## src/hdl/sfq_pkg.sv

```systemverilog
// Shared types and constants for the seen-filter event queue.
// Holds the command and status codes, the seen-table handshake structs
// and the default sizes. No dependencies.
package sfq_pkg;

  localparam int unsigned SEEN_DEPTH_DEF   = 32;
  localparam int unsigned QUEUE_DEPTH_DEF  = 8;
  localparam int unsigned KEY_BITS_DEF     = 64;
  localparam int unsigned PAYLOAD_BITS_DEF = 32;

  typedef enum logic [1:0] {
    CMD_ENQUEUE     = 2'd0,
    CMD_DEQUEUE     = 2'd1,
    CMD_CLEAR_QUEUE = 2'd2,
    CMD_CLEAR_SEEN  = 2'd3
  } cmd_e;

  typedef enum logic [1:0] {
    STS_OK          = 2'd0,
    STS_EMPTY_KEY   = 2'd1,
    STS_SEEN        = 2'd2,
    STS_QUEUE_EMPTY = 2'd3
  } status_e;

  // Request from the sequencer to the seen table.
  typedef struct packed {
    logic lookup;  // start a scan for the presented key
    logic record;  // on a miss, store the key in the ring
    logic clear;   // forget all seen keys
  } seen_req_t;

  // Answer from the seen table, valid for one cycle.
  typedef struct packed {
    logic done;
    logic hit;
  } seen_rsp_t;

endpackage

```

## src/hdl/sfq_ram.sv

```systemverilog
// Generic single-write, single-read synchronous RAM with a registered read.
// Used for the seen ring and the event queue. No dependencies.
module sfq_ram #(
  parameter int unsigned WIDTH = 8,
  parameter int unsigned DEPTH = 8,
  localparam int unsigned AW = (DEPTH > 1) ? $clog2(DEPTH) : 1
) (
  input  logic             clk_i,
  input  logic             we_i,
  input  logic [AW-1:0]    waddr_i,
  input  logic [WIDTH-1:0] wdata_i,
  input  logic [AW-1:0]    raddr_i,
  output logic [WIDTH-1:0] rdata_o
);

  logic [WIDTH-1:0] mem [DEPTH];
  logic [WIDTH-1:0] rdata_q;

  always_ff @(posedge clk_i) begin
    if (we_i) begin
      mem[waddr_i] <= wdata_i;
    end
    rdata_q <= mem[raddr_i];
  end

  assign rdata_o = rdata_q;

endmodule

```

## src/hdl/sfq_seen.sv

```systemverilog
// Seen-key ring: a RAM of recent keys with a write pointer and a saturating
// fill count, and a scanner that compares one stored key per cycle.
// Depends on sfq_pkg and sfq_ram.
module sfq_seen #(
  parameter int unsigned SEEN_DEPTH = sfq_pkg::SEEN_DEPTH_DEF,
  parameter int unsigned KEY_BITS   = sfq_pkg::KEY_BITS_DEF,
  localparam int unsigned SW = $clog2(SEEN_DEPTH + 1)
) (
  input  logic                clk_i,
  input  logic                rst_ni,
  input  sfq_pkg::seen_req_t  req_i,
  input  logic [KEY_BITS-1:0] key_i,
  output sfq_pkg::seen_rsp_t  rsp_o,
  output logic [SW-1:0]       count_o
);

  import sfq_pkg::*;

  localparam int unsigned SA = (SEEN_DEPTH > 1) ? $clog2(SEEN_DEPTH) : 1;

  typedef enum logic {
    S_IDLE,
    S_SCAN
  } state_e;

  state_e              state_q;
  logic [KEY_BITS-1:0] key_q;
  logic                record_q;
  logic [SW-1:0]       issue_idx_q;
  logic                pend_q;
  logic [SA-1:0]       pos_q;
  logic [SW-1:0]       count_q;

  logic [KEY_BITS-1:0] rd_key;
  logic                more;
  logic                hit_now;
  logic                done;
  logic                ram_we;

  // A read is issued for every index below the count; its data is compared
  // in the next cycle while the next read is already under way.
  assign more    = issue_idx_q < count_q;
  assign hit_now = pend_q && (rd_key == key_q);
  assign done    = (state_q == S_SCAN) && (hit_now || !more);
  assign ram_we  = done && !hit_now && record_q && (key_q != '0);

  assign rsp_o.done = done;
  assign rsp_o.hit  = hit_now;
  assign count_o    = count_q;

  sfq_ram #(
    .WIDTH(KEY_BITS),
    .DEPTH(SEEN_DEPTH)
  ) u_ram (
    .clk_i  (clk_i),
    .we_i   (ram_we),
    .waddr_i(pos_q),
    .wdata_i(key_q),
    .raddr_i(issue_idx_q[SA-1:0]),
    .rdata_o(rd_key)
  );

  always_ff @(posedge clk_i or negedge rst_ni) begin
    if (!rst_ni) begin
      state_q     <= S_IDLE;
      key_q       <= '0;
      record_q    <= 1'b0;
      issue_idx_q <= '0;
      pend_q      <= 1'b0;
      pos_q       <= '0;
      count_q     <= '0;
    end else begin
      unique case (state_q)
        S_IDLE: begin
          if (req_i.clear) begin
            pos_q   <= '0;
            count_q <= '0;
          end
          if (req_i.lookup) begin
            key_q       <= key_i;
            record_q    <= req_i.record;
            issue_idx_q <= '0;
            pend_q      <= 1'b0;
            state_q     <= S_SCAN;
          end
        end
        S_SCAN: begin
          if (done) begin
            pend_q  <= 1'b0;
            state_q <= S_IDLE;
            if (ram_we) begin
              pos_q <= (pos_q == SA'(SEEN_DEPTH - 1)) ? '0 : pos_q + 1'b1;
              if (count_q != SW'(SEEN_DEPTH)) begin
                count_q <= count_q + 1'b1;
              end
            end
          end else begin
            pend_q <= more;
            if (more) begin
              issue_idx_q <= issue_idx_q + 1'b1;
            end
          end
        end
        default: state_q <= S_IDLE;
      endcase
    end
  end

`ifndef SYNTHESIS
  a_count_bound: assert property (@(posedge clk_i) disable iff (!rst_ni)
    count_q <= SW'(SEEN_DEPTH))
    else $error("seen count above table depth");

  // Until the ring has wrapped, the write pointer equals the fill count.
  a_pos_tracks_count: assert property (@(posedge clk_i) disable iff (!rst_ni)
    (count_q < SW'(SEEN_DEPTH)) |-> (SW'(pos_q) == count_q))
    else $error("seen write pointer out of step with count");

  a_no_start_busy: assert property (@(posedge clk_i) disable iff (!rst_ni)
    (state_q == S_SCAN) |-> !(req_i.lookup || req_i.clear))
    else $error("seen table request while a scan is running");
`endif

endmodule

```

## src/hdl/seen_filter_event_queue_top.sv

```systemverilog
// Top level of the seen-filter event queue: command sequencer, event FIFO
// in a RAM, and the output register. Depends on sfq_pkg, sfq_ram, sfq_seen.
//
// Usage: one command item enters on in_valid_i/in_stall_o with command_i,
// event_key_i and event_payload_i; exactly one result item leaves on
// out_valid_o/out_stall_i. Enqueue checks the key against the seen ring,
// which is scanned one stored key per cycle; dequeue reads the FIFO head
// and then scans the ring, recording the key if it was not there yet.
// Clear commands and rejected items (empty key, empty queue) go from
// acceptance straight to the finish state; an enqueue passes through the
// seen scan, a dequeue through the FIFO read and the seen scan. A scan
// that finds the key ends early. One item is in work at a time; in_stall_o
// is high while it is, and a new item can be taken while the last result
// still waits in the output register. If the receiver stalls, the result
// is held and the sequencer waits once it has the next result ready.
// Reset empties the queue and the seen ring at once; no clearing pass.
module seen_filter_event_queue_top #(
  parameter int unsigned SEEN_DEPTH   = sfq_pkg::SEEN_DEPTH_DEF,
  parameter int unsigned QUEUE_DEPTH  = sfq_pkg::QUEUE_DEPTH_DEF,
  parameter int unsigned KEY_BITS     = sfq_pkg::KEY_BITS_DEF,
  parameter int unsigned PAYLOAD_BITS = sfq_pkg::PAYLOAD_BITS_DEF,
  localparam int unsigned QW = $clog2(QUEUE_DEPTH + 1),
  localparam int unsigned SW = $clog2(SEEN_DEPTH + 1)
) (
  input  logic                    clk_i,
  input  logic                    rst_ni,
  input  logic                    in_valid_i,
  output logic                    in_stall_o,
  input  logic [1:0]              command_i,
  input  logic [KEY_BITS-1:0]     event_key_i,
  input  logic [PAYLOAD_BITS-1:0] event_payload_i,
  output logic                    out_valid_o,
  input  logic                    out_stall_i,
  output logic [1:0]              status_o,
  output logic                    success_o,
  output logic                    dropped_oldest_o,
  output logic [KEY_BITS-1:0]     out_key_o,
  output logic [PAYLOAD_BITS-1:0] out_payload_o,
  output logic [QW-1:0]           queued_total_o,
  output logic [SW-1:0]           seen_total_o
);

  import sfq_pkg::*;

  localparam int unsigned QA = (QUEUE_DEPTH > 1) ? $clog2(QUEUE_DEPTH) : 1;
  localparam int unsigned EW = KEY_BITS + PAYLOAD_BITS;

  typedef enum logic [1:0] {
    ST_IDLE,
    ST_QREAD,
    ST_SEEN,
    ST_FINISH
  } state_e;

  state_e                  state_q;
  cmd_e                    cmd_q;
  logic [KEY_BITS-1:0]     key_q;
  logic [PAYLOAD_BITS-1:0] pay_q;
  logic [QA-1:0]           head_q;
  logic [QA-1:0]           tail_q;
  logic [QW-1:0]           fill_q;
  status_e                 res_status_q;
  logic                    res_success_q;
  logic                    res_dropped_q;
  logic [KEY_BITS-1:0]     res_key_q;
  logic [PAYLOAD_BITS-1:0] res_pay_q;
  logic                    out_valid_q;
  status_e                 out_status_q;
  logic                    out_success_q;
  logic                    out_dropped_q;
  logic [KEY_BITS-1:0]     out_key_q;
  logic [PAYLOAD_BITS-1:0] out_pay_q;
  logic [QW-1:0]           out_qtotal_q;
  logic [SW-1:0]           out_stotal_q;

  cmd_e                    cmd_in;
  logic                    accept;
  logic                    out_free;
  logic                    queue_full;
  logic                    q_we;
  logic [EW-1:0]           q_rdata;
  logic [KEY_BITS-1:0]     q_rd_key;
  logic [PAYLOAD_BITS-1:0] q_rd_pay;
  seen_req_t               seen_req;
  seen_rsp_t               seen_rsp;
  logic [KEY_BITS-1:0]     seen_key;
  logic [SW-1:0]           seen_count;

  assign cmd_in     = cmd_e'(command_i);
  assign in_stall_o = (state_q != ST_IDLE);
  assign accept     = in_valid_i && (state_q == ST_IDLE);
  assign out_free   = !out_valid_q || !out_stall_i;
  assign queue_full = (fill_q == QW'(QUEUE_DEPTH));
  assign q_rd_key   = q_rdata[EW-1:PAYLOAD_BITS];
  assign q_rd_pay   = q_rdata[PAYLOAD_BITS-1:0];
  assign q_we       = (state_q == ST_SEEN) && seen_rsp.done && (cmd_q == CMD_ENQUEUE)
                      && !seen_rsp.hit;

  // The dequeue path starts its seen scan with the key just read from the FIFO.
  assign seen_req.lookup = (accept && (cmd_in == CMD_ENQUEUE) && (event_key_i != '0))
                           || (state_q == ST_QREAD);
  assign seen_req.record = (state_q == ST_QREAD);
  assign seen_req.clear  = accept && (cmd_in == CMD_CLEAR_SEEN);
  assign seen_key        = (state_q == ST_QREAD) ? q_rd_key : event_key_i;

  sfq_ram #(
    .WIDTH(EW),
    .DEPTH(QUEUE_DEPTH)
  ) u_queue_ram (
    .clk_i  (clk_i),
    .we_i   (q_we),
    .waddr_i(tail_q),
    .wdata_i({key_q, pay_q}),
    .raddr_i(head_q),
    .rdata_o(q_rdata)
  );

  sfq_seen #(
    .SEEN_DEPTH(SEEN_DEPTH),
    .KEY_BITS  (KEY_BITS)
  ) u_seen (
    .clk_i  (clk_i),
    .rst_ni (rst_ni),
    .req_i  (seen_req),
    .key_i  (seen_key),
    .rsp_o  (seen_rsp),
    .count_o(seen_count)
  );

  always_ff @(posedge clk_i or negedge rst_ni) begin
    if (!rst_ni) begin
      state_q       <= ST_IDLE;
      cmd_q         <= CMD_ENQUEUE;
      key_q         <= '0;
      pay_q         <= '0;
      head_q        <= '0;
      tail_q        <= '0;
      fill_q        <= '0;
      res_status_q  <= STS_OK;
      res_success_q <= 1'b0;
      res_dropped_q <= 1'b0;
      res_key_q     <= '0;
      res_pay_q     <= '0;
      out_valid_q   <= 1'b0;
      out_status_q  <= STS_OK;
      out_success_q <= 1'b0;
      out_dropped_q <= 1'b0;
      out_key_q     <= '0;
      out_pay_q     <= '0;
      out_qtotal_q  <= '0;
      out_stotal_q  <= '0;
    end else begin
      // In the finish state the output register is reloaded instead.
      if (out_valid_q && !out_stall_i && (state_q != ST_FINISH)) begin
        out_valid_q <= 1'b0;
      end
      unique case (state_q)
        ST_IDLE: begin
          if (accept) begin
            cmd_q         <= cmd_in;
            key_q         <= event_key_i;
            pay_q         <= event_payload_i;
            res_success_q <= 1'b0;
            res_dropped_q <= 1'b0;
            res_key_q     <= '0;
            res_pay_q     <= '0;
            unique case (cmd_in)
              CMD_ENQUEUE: begin
                if (event_key_i == '0) begin
                  res_status_q <= STS_EMPTY_KEY;
                  state_q      <= ST_FINISH;
                end else begin
                  res_status_q <= STS_OK;
                  state_q      <= ST_SEEN;
                end
              end
              CMD_DEQUEUE: begin
                if (fill_q == '0) begin
                  res_status_q <= STS_QUEUE_EMPTY;
                  state_q      <= ST_FINISH;
                end else begin
                  res_status_q <= STS_OK;
                  state_q      <= ST_QREAD;
                end
              end
              CMD_CLEAR_QUEUE: begin
                res_status_q <= STS_OK;
                head_q       <= '0;
                tail_q       <= '0;
                fill_q       <= '0;
                state_q      <= ST_FINISH;
              end
              CMD_CLEAR_SEEN: begin
                res_status_q <= STS_OK;
                state_q      <= ST_FINISH;
              end
              default: begin
                res_status_q <= STS_OK;
                state_q      <= ST_FINISH;
              end
            endcase
          end
        end
        ST_QREAD: begin
          res_key_q     <= q_rd_key;
          res_pay_q     <= q_rd_pay;
          res_success_q <= 1'b1;
          head_q        <= (head_q == QA'(QUEUE_DEPTH - 1)) ? '0 : head_q + 1'b1;
          fill_q        <= fill_q - 1'b1;
          state_q       <= ST_SEEN;
        end
        ST_SEEN: begin
          if (seen_rsp.done) begin
            state_q <= ST_FINISH;
            if (cmd_q == CMD_ENQUEUE) begin
              if (seen_rsp.hit) begin
                res_status_q <= STS_SEEN;
              end else begin
                res_success_q <= 1'b1;
                tail_q <= (tail_q == QA'(QUEUE_DEPTH - 1)) ? '0 : tail_q + 1'b1;
                // A full queue loses its oldest item; the fill stays put.
                if (queue_full) begin
                  res_dropped_q <= 1'b1;
                  head_q <= (head_q == QA'(QUEUE_DEPTH - 1)) ? '0 : head_q + 1'b1;
                end else begin
                  fill_q <= fill_q + 1'b1;
                end
              end
            end
          end
        end
        ST_FINISH: begin
          if (out_free) begin
            out_valid_q   <= 1'b1;
            out_status_q  <= res_status_q;
            out_success_q <= res_success_q;
            out_dropped_q <= res_dropped_q;
            out_key_q     <= res_key_q;
            out_pay_q     <= res_pay_q;
            out_qtotal_q  <= fill_q;
            out_stotal_q  <= seen_count;
            state_q       <= ST_IDLE;
          end
        end
        default: state_q <= ST_IDLE;
      endcase
    end
  end

  assign out_valid_o      = out_valid_q;
  assign status_o         = out_status_q;
  assign success_o        = out_success_q;
  assign dropped_oldest_o = out_dropped_q;
  assign out_key_o        = out_key_q;
  assign out_payload_o    = out_pay_q;
  assign queued_total_o   = out_qtotal_q;
  assign seen_total_o     = out_stotal_q;

`ifndef SYNTHESIS
  a_fill_bound: assert property (@(posedge clk_i) disable iff (!rst_ni)
    fill_q <= QW'(QUEUE_DEPTH))
    else $error("queue fill above depth");

  a_drop_implies_full: assert property (@(posedge clk_i) disable iff (!rst_ni)
    (out_valid_o && dropped_oldest_o)
      |-> (success_o && (queued_total_o == QW'(QUEUE_DEPTH))))
    else $error("dropped oldest without a full queue");

  a_success_is_ok: assert property (@(posedge clk_i) disable iff (!rst_ni)
    (out_valid_o && success_o) |-> (status_o == STS_OK))
    else $error("successful item with an error status");

  a_seen_done_expected: assert property (@(posedge clk_i) disable iff (!rst_ni)
    seen_rsp.done |-> (state_q == ST_SEEN))
    else $error("seen table answered outside of a scan");
`endif

endmodule

```

## config.mk

```make
export PLATFORM = sky130hd
export DESIGN_NAME = seen_filter_event_queue_top
export DESIGN_NICKNAME = d
export VERILOG_FILES = /design/src/hdl/sfq_pkg.sv /design/src/hdl/sfq_ram.sv /design/src/hdl/sfq_seen.sv /design/src/hdl/seen_filter_event_queue_top.sv
export SDC_FILE = /design/constraint.sdc
export NUM_CORES = 2
export LEC_CHECK = 0
export BUFFER_PORTS_ARGS = -buffer_cell sky130_fd_sc_hd__buf_2
export CORE_MARGIN = 2
export CORE_UTILIZATION = 30
export DETAILED_ROUTE_END_ITERATION = 6
export MAX_ROUTING_LAYER = met4
export SYNTH_ARGS = -nofsm -noshare
export SYNTH_HDL_FRONTEND = slang
export SYNTH_SLANG_ARGS = --single-unit
```

## constraint.sdc

```tcl
create_clock -name clk_i -period 31.1 [get_ports clk_i]
set_input_delay 4.665 -clock clk_i [delete_from_list [all_inputs] [get_ports clk_i]]
set_output_delay 4.665 -clock clk_i [all_outputs]
set_load 0.005 [all_outputs]
```

== Yosys cells after proc, flatten, opt, wreduce, memory -nomap -nowiden ==
Memory sizes are Yosys's and may differ from the RTL's. A register that Yosys moved wholly into a read port is not among the register bits.
Cells that the tools add are included.

* Register bits after elaboration: 405
* Bits in writable memories: 2816
* Bits of input ports: 102
* Output and inout port bits: 112
* Word-level logic and storage cells: 191
* Memories kept: 2

* Add/sub/neg operators: 7
* Magnitude comparators: 1
* Equality and inequality tests: 29
* Mux-type cells: 77
* Bitwise gates (word level): 1
* Reductions and logical operators: 47

{| class="wikitable"
|+ Memories
! name !! words !! width !! rd ports !! clocked after memory_dff !! wr ports !! line !! RTL
|-
| u_seen.u_ram.mem || 32 || 64 || 1 || 1 || 1 || sfq_ram.sv:16 || <nowiki>logic [WIDTH-1:0] mem [DEPTH];</nowiki>
|-
| u_queue_ram.mem || 8 || 96 || 1 || 1 || 1 || sfq_ram.sv:16 ||
|}

{| class="wikitable"
|+ Operator list
! cell !! number
|-
| $mux 64 || 2
|-
| $pmux 64 s2 || 1
|-
| $reduce_bool 64->1 || 2
|-
| $eq 64x64->1 || 1
|-
| $logic_not 64->1 || 1
|-
| $pmux 32 s2 || 1
|-
| $mux 6 || 7
|-
| $mux 3 || 11
|-
| $mux 32 || 1
|-
| $ne 2x2->1 const B || 13
|-
| $mux 4 || 6
|-
| $pmux 6 s2 || 2
|-
| $mux 1 || 21
|-
| $mux 5 || 4
|-
| $mux 2 || 9
|-
| $logic_and 1x1->1 || 14
|-
| $reduce_and 7->1 || 2
|-
| $add 6x1->6 const B || 2
|-
| $pmux 2 s3 || 2
|-
| $pmux 4 s3 || 1
|-
| $reduce_and 6->1 || 2
|-
| $pmux 5 s2 || 1
|-
| $reduce_and 5->1 || 2
|-
| $pmux 3 s3 || 1
|-
| other kinds (28) || 53
|}

== Logic depth before layout (Yosys ltp) ==
* Word-level depth: 10
* Mapped depth: 11

== Hierarchy ==
Synthesis repeated with hierarchy kept, for this count alone.

* Cell total of the unflattened synthesis: 5722
* Area total of the unflattened synthesis: 127427.2 um2

{| class="wikitable"
|+ By module, submodules not included
! module !! times used !! cells each !! area an instance (um2)
|-
| sfq_ram (u_seen.u_ram) || 1 || 3096 || 78964.5
|-
| sfq_ram (u_queue_ram) || 1 || 1219 || 30805.8
|-
| seen_filter_event_queue_top || 1 || 865 || 13037.5
|-
| sfq_seen || 1 || 542 || 4619.4
|}

== Least setup slack after synthesis ==
OpenSTA, ideal clock, no wires.

* Kind: reg2reg
* From: register u_seen.key_q[33]
* To: memory u_queue_ram.mem[1][0] (netlist name), enable pin
* Setup time: 821 ps
* Data arrival time: 11685 ps
* Required time: 30279 ps
* Slack: 18594 ps
* Cell stages (with the launch flop): 11
* Path buffers: 2
* Clock period less this slack: 12506 ps
* Cell sequence: dfrtp_1 inv_1 o22ai_1 nor4_1 nand4_1 or4_4 buf_6 and3_4 buf_6 nand2_1 nor4b_1

* Word-level cells in the longest chain between the ends: 9
* Elaborated cells on any way between the ends: 10
* Those cells by class: eq/ne: 1; mux: 2; reduce/logical: 7

{| class="wikitable"
|+ Ends and longest elaborated chain
! what !! line !! RTL
|-
| start, declared || sfq_seen.sv:27 || <nowiki>logic [KEY_BITS-1:0] key_q;</nowiki>
|-
| start signal, assigned || sfq_seen.sv:80 || <nowiki>key_q <= key_i;</nowiki>
|-
| $eq 64x64->1 (*) || sfq_seen.sv:43 || <nowiki>assign hit_now = pend_q && (rd_key == key_q);</nowiki>
|-
| $logic_and 1x1->1 (*) || sfq_seen.sv:43 ||
|-
| $logic_or 1x1->1 || sfq_seen.sv:44 || <nowiki>assign done = (state_q == S_SCAN) && (hit_now || !more);</nowiki>
|-
| $logic_and 1x1->1 || sfq_seen.sv:44 ||
|-
| $logic_and 1x1->1 (2 in a row) || seen_filter_event_queue_top.sv:96 || <nowiki>assign q_we = (state_q == ST_SEEN) && seen_rsp.done && (cmd_q == CMD_ENQUEUE)</nowiki>
|-
| $logic_and 1x1->1 (*) || seen_filter_event_queue_top.sv:97 || <nowiki>&& !seen_rsp.hit;</nowiki>
|-
| $mux 1 (*) || sfq_ram.sv:20 || <nowiki>if (we_i) begin</nowiki>
|-
| $mux 1 (implied by the code) (*) || sfq_ram.sv:21 || <nowiki>mem[waddr_i] <= wdata_i;</nowiki>
|-
| end, declared || sfq_ram.sv:16 ||
|}

Every way passes the cells marked *; elsewhere a longest branch is shown, timed or not.

== Final worst setup path ==
* From: input port event_key_i[44]
* To: register u_seen.key_q[26]

* Word-level cells in the longest chain between the ends: 4

{| class="wikitable"
|+ Ends and longest elaborated chain
! what !! line !! RTL
|-
| start, declared || seen_filter_event_queue_top.sv:30 || <nowiki>input logic [KEY_BITS-1:0] event_key_i,</nowiki>
|-
| $reduce_bool 64->1 || seen_filter_event_queue_top.sv:100 || <nowiki>assign seen_req.lookup = (accept && (cmd_in == CMD_ENQUEUE) && (event_key_i != '0))</nowiki>
|-
| $logic_and 1x1->1 || seen_filter_event_queue_top.sv:100 ||
|-
| $logic_or 1x1->1 || seen_filter_event_queue_top.sv:101 || <nowiki>|| (state_q == ST_QREAD);</nowiki>
|-
| $reduce_and 2->1 (no line) || n/a ||
|}

Every way passes these cells.
A chain may end at the register's enable or synchronous reset.

==> impl_metrics.py <==
metrics = {
    "outcome": {
        "status": "finished, violations left",
        "violations": "capacitance limit",
    },
    "critical_path": {
        "reg2reg_slack_ns": 24.02,
        "endpoint_kind": "flop",
        "critPathMaxFanout": 86,
        "reg2reg_to": "u_seen.u_ram.mem[12][60]",
        "crit_required_ns": 31.79,
        "crit_slowest_cell": "nor4_1",
        "ff2ff_path_depth": 10,
        "reg2reg_from": "u_seen.key_q[25]",
        "worstSetupPathType": "input port to flop",
        "arrival_ns": 8.89,
        "max_stage_delay_ns": 0.80,
        "startpoint_type": "input port",
        "crit_chain": "buf_2 > nor4_1 > nand4_1 > nor4_1 > buf_4 > o41ai_1 > nand2b_4 > buf_4 > o21ai_0",
    },
    "sta": {
        "fmaxAchievable_ghz": 0.122,
        "relSlewSlack": 0.0207,
        "layout_min_cycle_time_ns": 8.19,
        "worst_slew_pin_slew_ns": 1.46,
        "timing.final.crit_share": 0.263,
        "final-setup-viol-count": 0,
        "drv_slew": 0,
        "rsz0062_at_grt": "false",
        "hold_violations": 0,
        "holdWs_ns": 0.447,
        "final.setup.tns_ns": 0,
        "skew_ns": 0.0532,
    },
    "logic_synthesis": {
        "ys_warn_count": 0,
        "syn_nets": 6030,
        "synth.distinct_cells": 64,
        "ys_async_sr_fraction": 0.120,
        "netlist_instances": 5904,
        "synthFlopType": "edfxtp_1",
        "avgSynthCellArea_sq_um": 21.6,
        "syn_area_sq_um": 128000,
        "ys_seq_area_frac": 0.767,
        "ys_ff_latch": 3381,
        "synth-edff-count": 2816,
    },
    "placed_design": {
        "place_congestion": 0.781,
        "hpwlAfterDp_microns": 186000,
        "port_buffers": 213,
        "dpl_cell_area_sq_um": 137000,
        "placedCellCount": 11700,
    },
    "final_layout": {
        "final_area_sq_um": 148000,
        "drive_gt1_frac": 0.316,
        "fin_nets": 6473,
        "layout_commonest_cell": "edfxtp_1",
        "synthToLayoutAreaGrowth_pct": 15.9,
        "stdcell_count": 12300,
        "layout_common_cells": "2,816 x edfxtp_1, 832 x mux4_2, 397 x dfrtp_1",
    },
    "cts": {
        "cts_root_buf": "clkbuf_16",
        "ctsHoldBuffers": 0,
        "clock-sinks": 3381,
        "htreeDepth": 5,
        "clk_pin_slew_ns": 0.06,
        "cts_made_buffers": 338,
        "cts_tree": "built",
        "worstSkewPairLatency_ns": 0.89,
        "max-clock-path-buffers": 4,
        "cts_resized": 0,
        "postCtsSetupBuffers": 0,
    },
    "global_route": {
        "grt_max_degree": 153,
        "first_global_vias": 63600,
        "gr-total-overflow": 0,
        "grt_pass1_wl_microns": 473000,
        "antenna_found_initial": 24,
        "grt_use_total": 0.155,
    },
    "route": {
        "routed_via_density": 5.02,
        "drt_first_iter_violations": 6693,
        "drc": 0,
        "antenna_left": 0,
        "wirelength_microns": 333000,
        "first_pass_iters": 5,
        "num_vias": 61800,
        "wire_per_inst_microns": 27.0,
    },
    "die": {
        "start_util": 0.301,
        "fp-row-count": 239,
        "die_area_sq_um": 431000,
        "fp.dieW_microns": 656,
        "ios": 214,
        "die_h_microns": 656,
        "core_area_sq_um": 424000,
    },
    "pwr": {
        "ir_worst_vdd_mv": 0.0491,
        "leakage_nw": 46.4,
        "power_mw": 9.16,
        "powerDensity_nw_per_um2": 61.9,
    },
    "flow_run": {
        "maxCapViolations": 1,
    },
    "hold_path": {
        "hp-start": "u_queue_ram.rdata_o[9]",
        "hold_path_end": "res_pay_q[9]",
        "min_path_type": "flop to flop",
        "min_path_cells": 1,
    },
}
-- cell families (layout without fill, tap and decap cells) --
| group | count (synthesis) | in the layout | share of synthesized area |
|---|---|---|---|
| xor gates and xnor gates | 62 | 62 | 0.00425 |
| buffers and inverters | 341 | 1059 | 0.0106 |
| other | 0 | 16 | 0 |
| AOI/OAI and AO/OA | 286 | 286 | 0.0143 |
| adders and majority gates | 24 | 24 | 0.00241 |
| DFF | 3381 | 3381 | 0.767 |
| muxes | 1244 | 1244 | 0.182 |
| and+or+nand+nor | 566 | 566 | 0.0195 |
-- cell type report --
cell class	count	area, sq um
antenna	16	40.0
tap	5663	7090
sequential	3381	97900
inverter	35	136
clock buffer	449	9280
multi-input combinational	2182	28800
timing repair buffer	409	2620
fill	39000	276000
clock inverter	166	2010
-- worst max-delay path by stage --
stage	start	to	slack [ns]	cells after the start
after floorplan	u_seen.key_q[33]	u_queue_ram.mem[1][0]	18.59	10
after global placement	event_key_i[25]	u_seen.key_q[29]	22.15	9
after detailed placement	event_key_i[44]	u_seen.key_q[1]	22.15	9
after CTS	event_key_i[44]	u_seen.key_q[26]	23.07	9
after global routing	event_key_i[25]	u_seen.key_q[25]	22.95	9
final	event_key_i[44]	u_seen.key_q[26]	22.91	9
-- report_power, final --
part	switching [mW]	internal, mW
registers	0.00762	4.89
logic	0.0778	0.0158
clock network	1.70	2.47
-- Yosys cell counts (2+ instances only) --
| cell | instances | share of area |
|---|---|---|
| edfxtp_1 | 2816 | 0.66 |
| mux4_2 | 832 | 0.15 |
| dfrtp_1 | 405 | 0.079 |
| nand2_1 | 382 | 0.011 |
| mux2_2 | 275 | 0.024 |
| clkbuf_1 | 209 | 0.0061 |
| dfxtp_1 | 160 | 0.025 |
| o21ai_0 | 146 | 0.0057 |
| mux2i_1 | 136 | 0.011 |
| a22oi_1 | 64 | 0.0038 |
| buf_1 | 55 | 0.0016 |
| nor2_1 | 49 | 0.0014 |
| nor4_1 | 49 | 0.0024 |
| xor2_1 | 43 | 0.0030 |
| buf_2 | 39 | 0.0015 |
| inv_1 | 33 | 0.00097 |
| a22o_1 | 32 | 0.0022 |
| nand4_1 | 26 | 0.0013 |
| ha_1 | 23 | 0.0023 |
| xnor2_1 | 19 | 0.0013 |
| nand3_1 | 12 | 0.00047 |
| nor3_1 | 10 | 0.00039 |
| a21oi_1 | 8 | 0.00031 |
| nor2b_1 | 6 | 0.00029 |
| or3_1 | 6 | 0.00029 |
| and3_1 | 5 | 0.00025 |
| nor3b_1 | 5 | 0.00029 |
| o211ai_1 | 4 | 0.00024 |
| o22ai_1 | 4 | 0.00020 |
| a21o_1 | 3 | 0.00018 |
| buf_6 | 3 | 0.00026 |
| nand2b_1 | 3 | 0.00015 |
| nor4b_1 | 3 | 0.00021 |
| a211o_1 | 2 | 0.00014 |
| a2bb2oi_1 | 2 | 0.00014 |
| a31oi_1 | 2 | 0.000098 |
| and2_1 | 2 | 0.000098 |
| nand4b_1 | 2 | 0.00014 |
| o21a_1 | 2 | 0.00012 |
| o311ai_1 | 2 | 0.00014 |
| o31a_1 | 2 | 0.00014 |
-- metrics by stage --
step	worst slack (ns)	util
2_1_floorplan	18.59	-
6_report	22.91	0.349
3_5_place_dp	22.15	0.322
3_3_place_gp	22.15	0.322
5_1_grt	22.95	0.349
4_1_cts	23.07	0.349
-- critical path, delay by kind of cell --
kind	cells	cell delay (ns)
AOI/OAI and AO/OA	2	0.38
buffers and inverters	3	1.14
and+or+nand+nor	4	2.52
-- routing by layer --
metal / vias up / share of wire / track usage
li1: 25200 / - / -
met1: 33800 / 0.41 / 0.200
met2: 2303 / 0.50 / 0.259
met3: 461 / 0.067 / 0.0226
met4: 0 / 0.023 / 0.0363
met5: - / 0 / -
-- flip-flops by register name, indices dropped and copies added, names as in the netlist, 5 cells and up --
register              count
key_q                    64
out_key_o                64
out_payload_o            32
pay_q                    32
res_key_q                64
res_pay_q                32
seen_total_o              6
u_queue_ram.mem         768
u_queue_ram.rdata_o      96
u_seen.count_o            6
u_seen.issue_idx_q        6
u_seen.key_q             64
u_seen.pos_q              5
u_seen.u_ram.mem       2048
u_seen.u_ram.rdata_o     64
No activity file was read; power rests on OpenSTA's default activity.
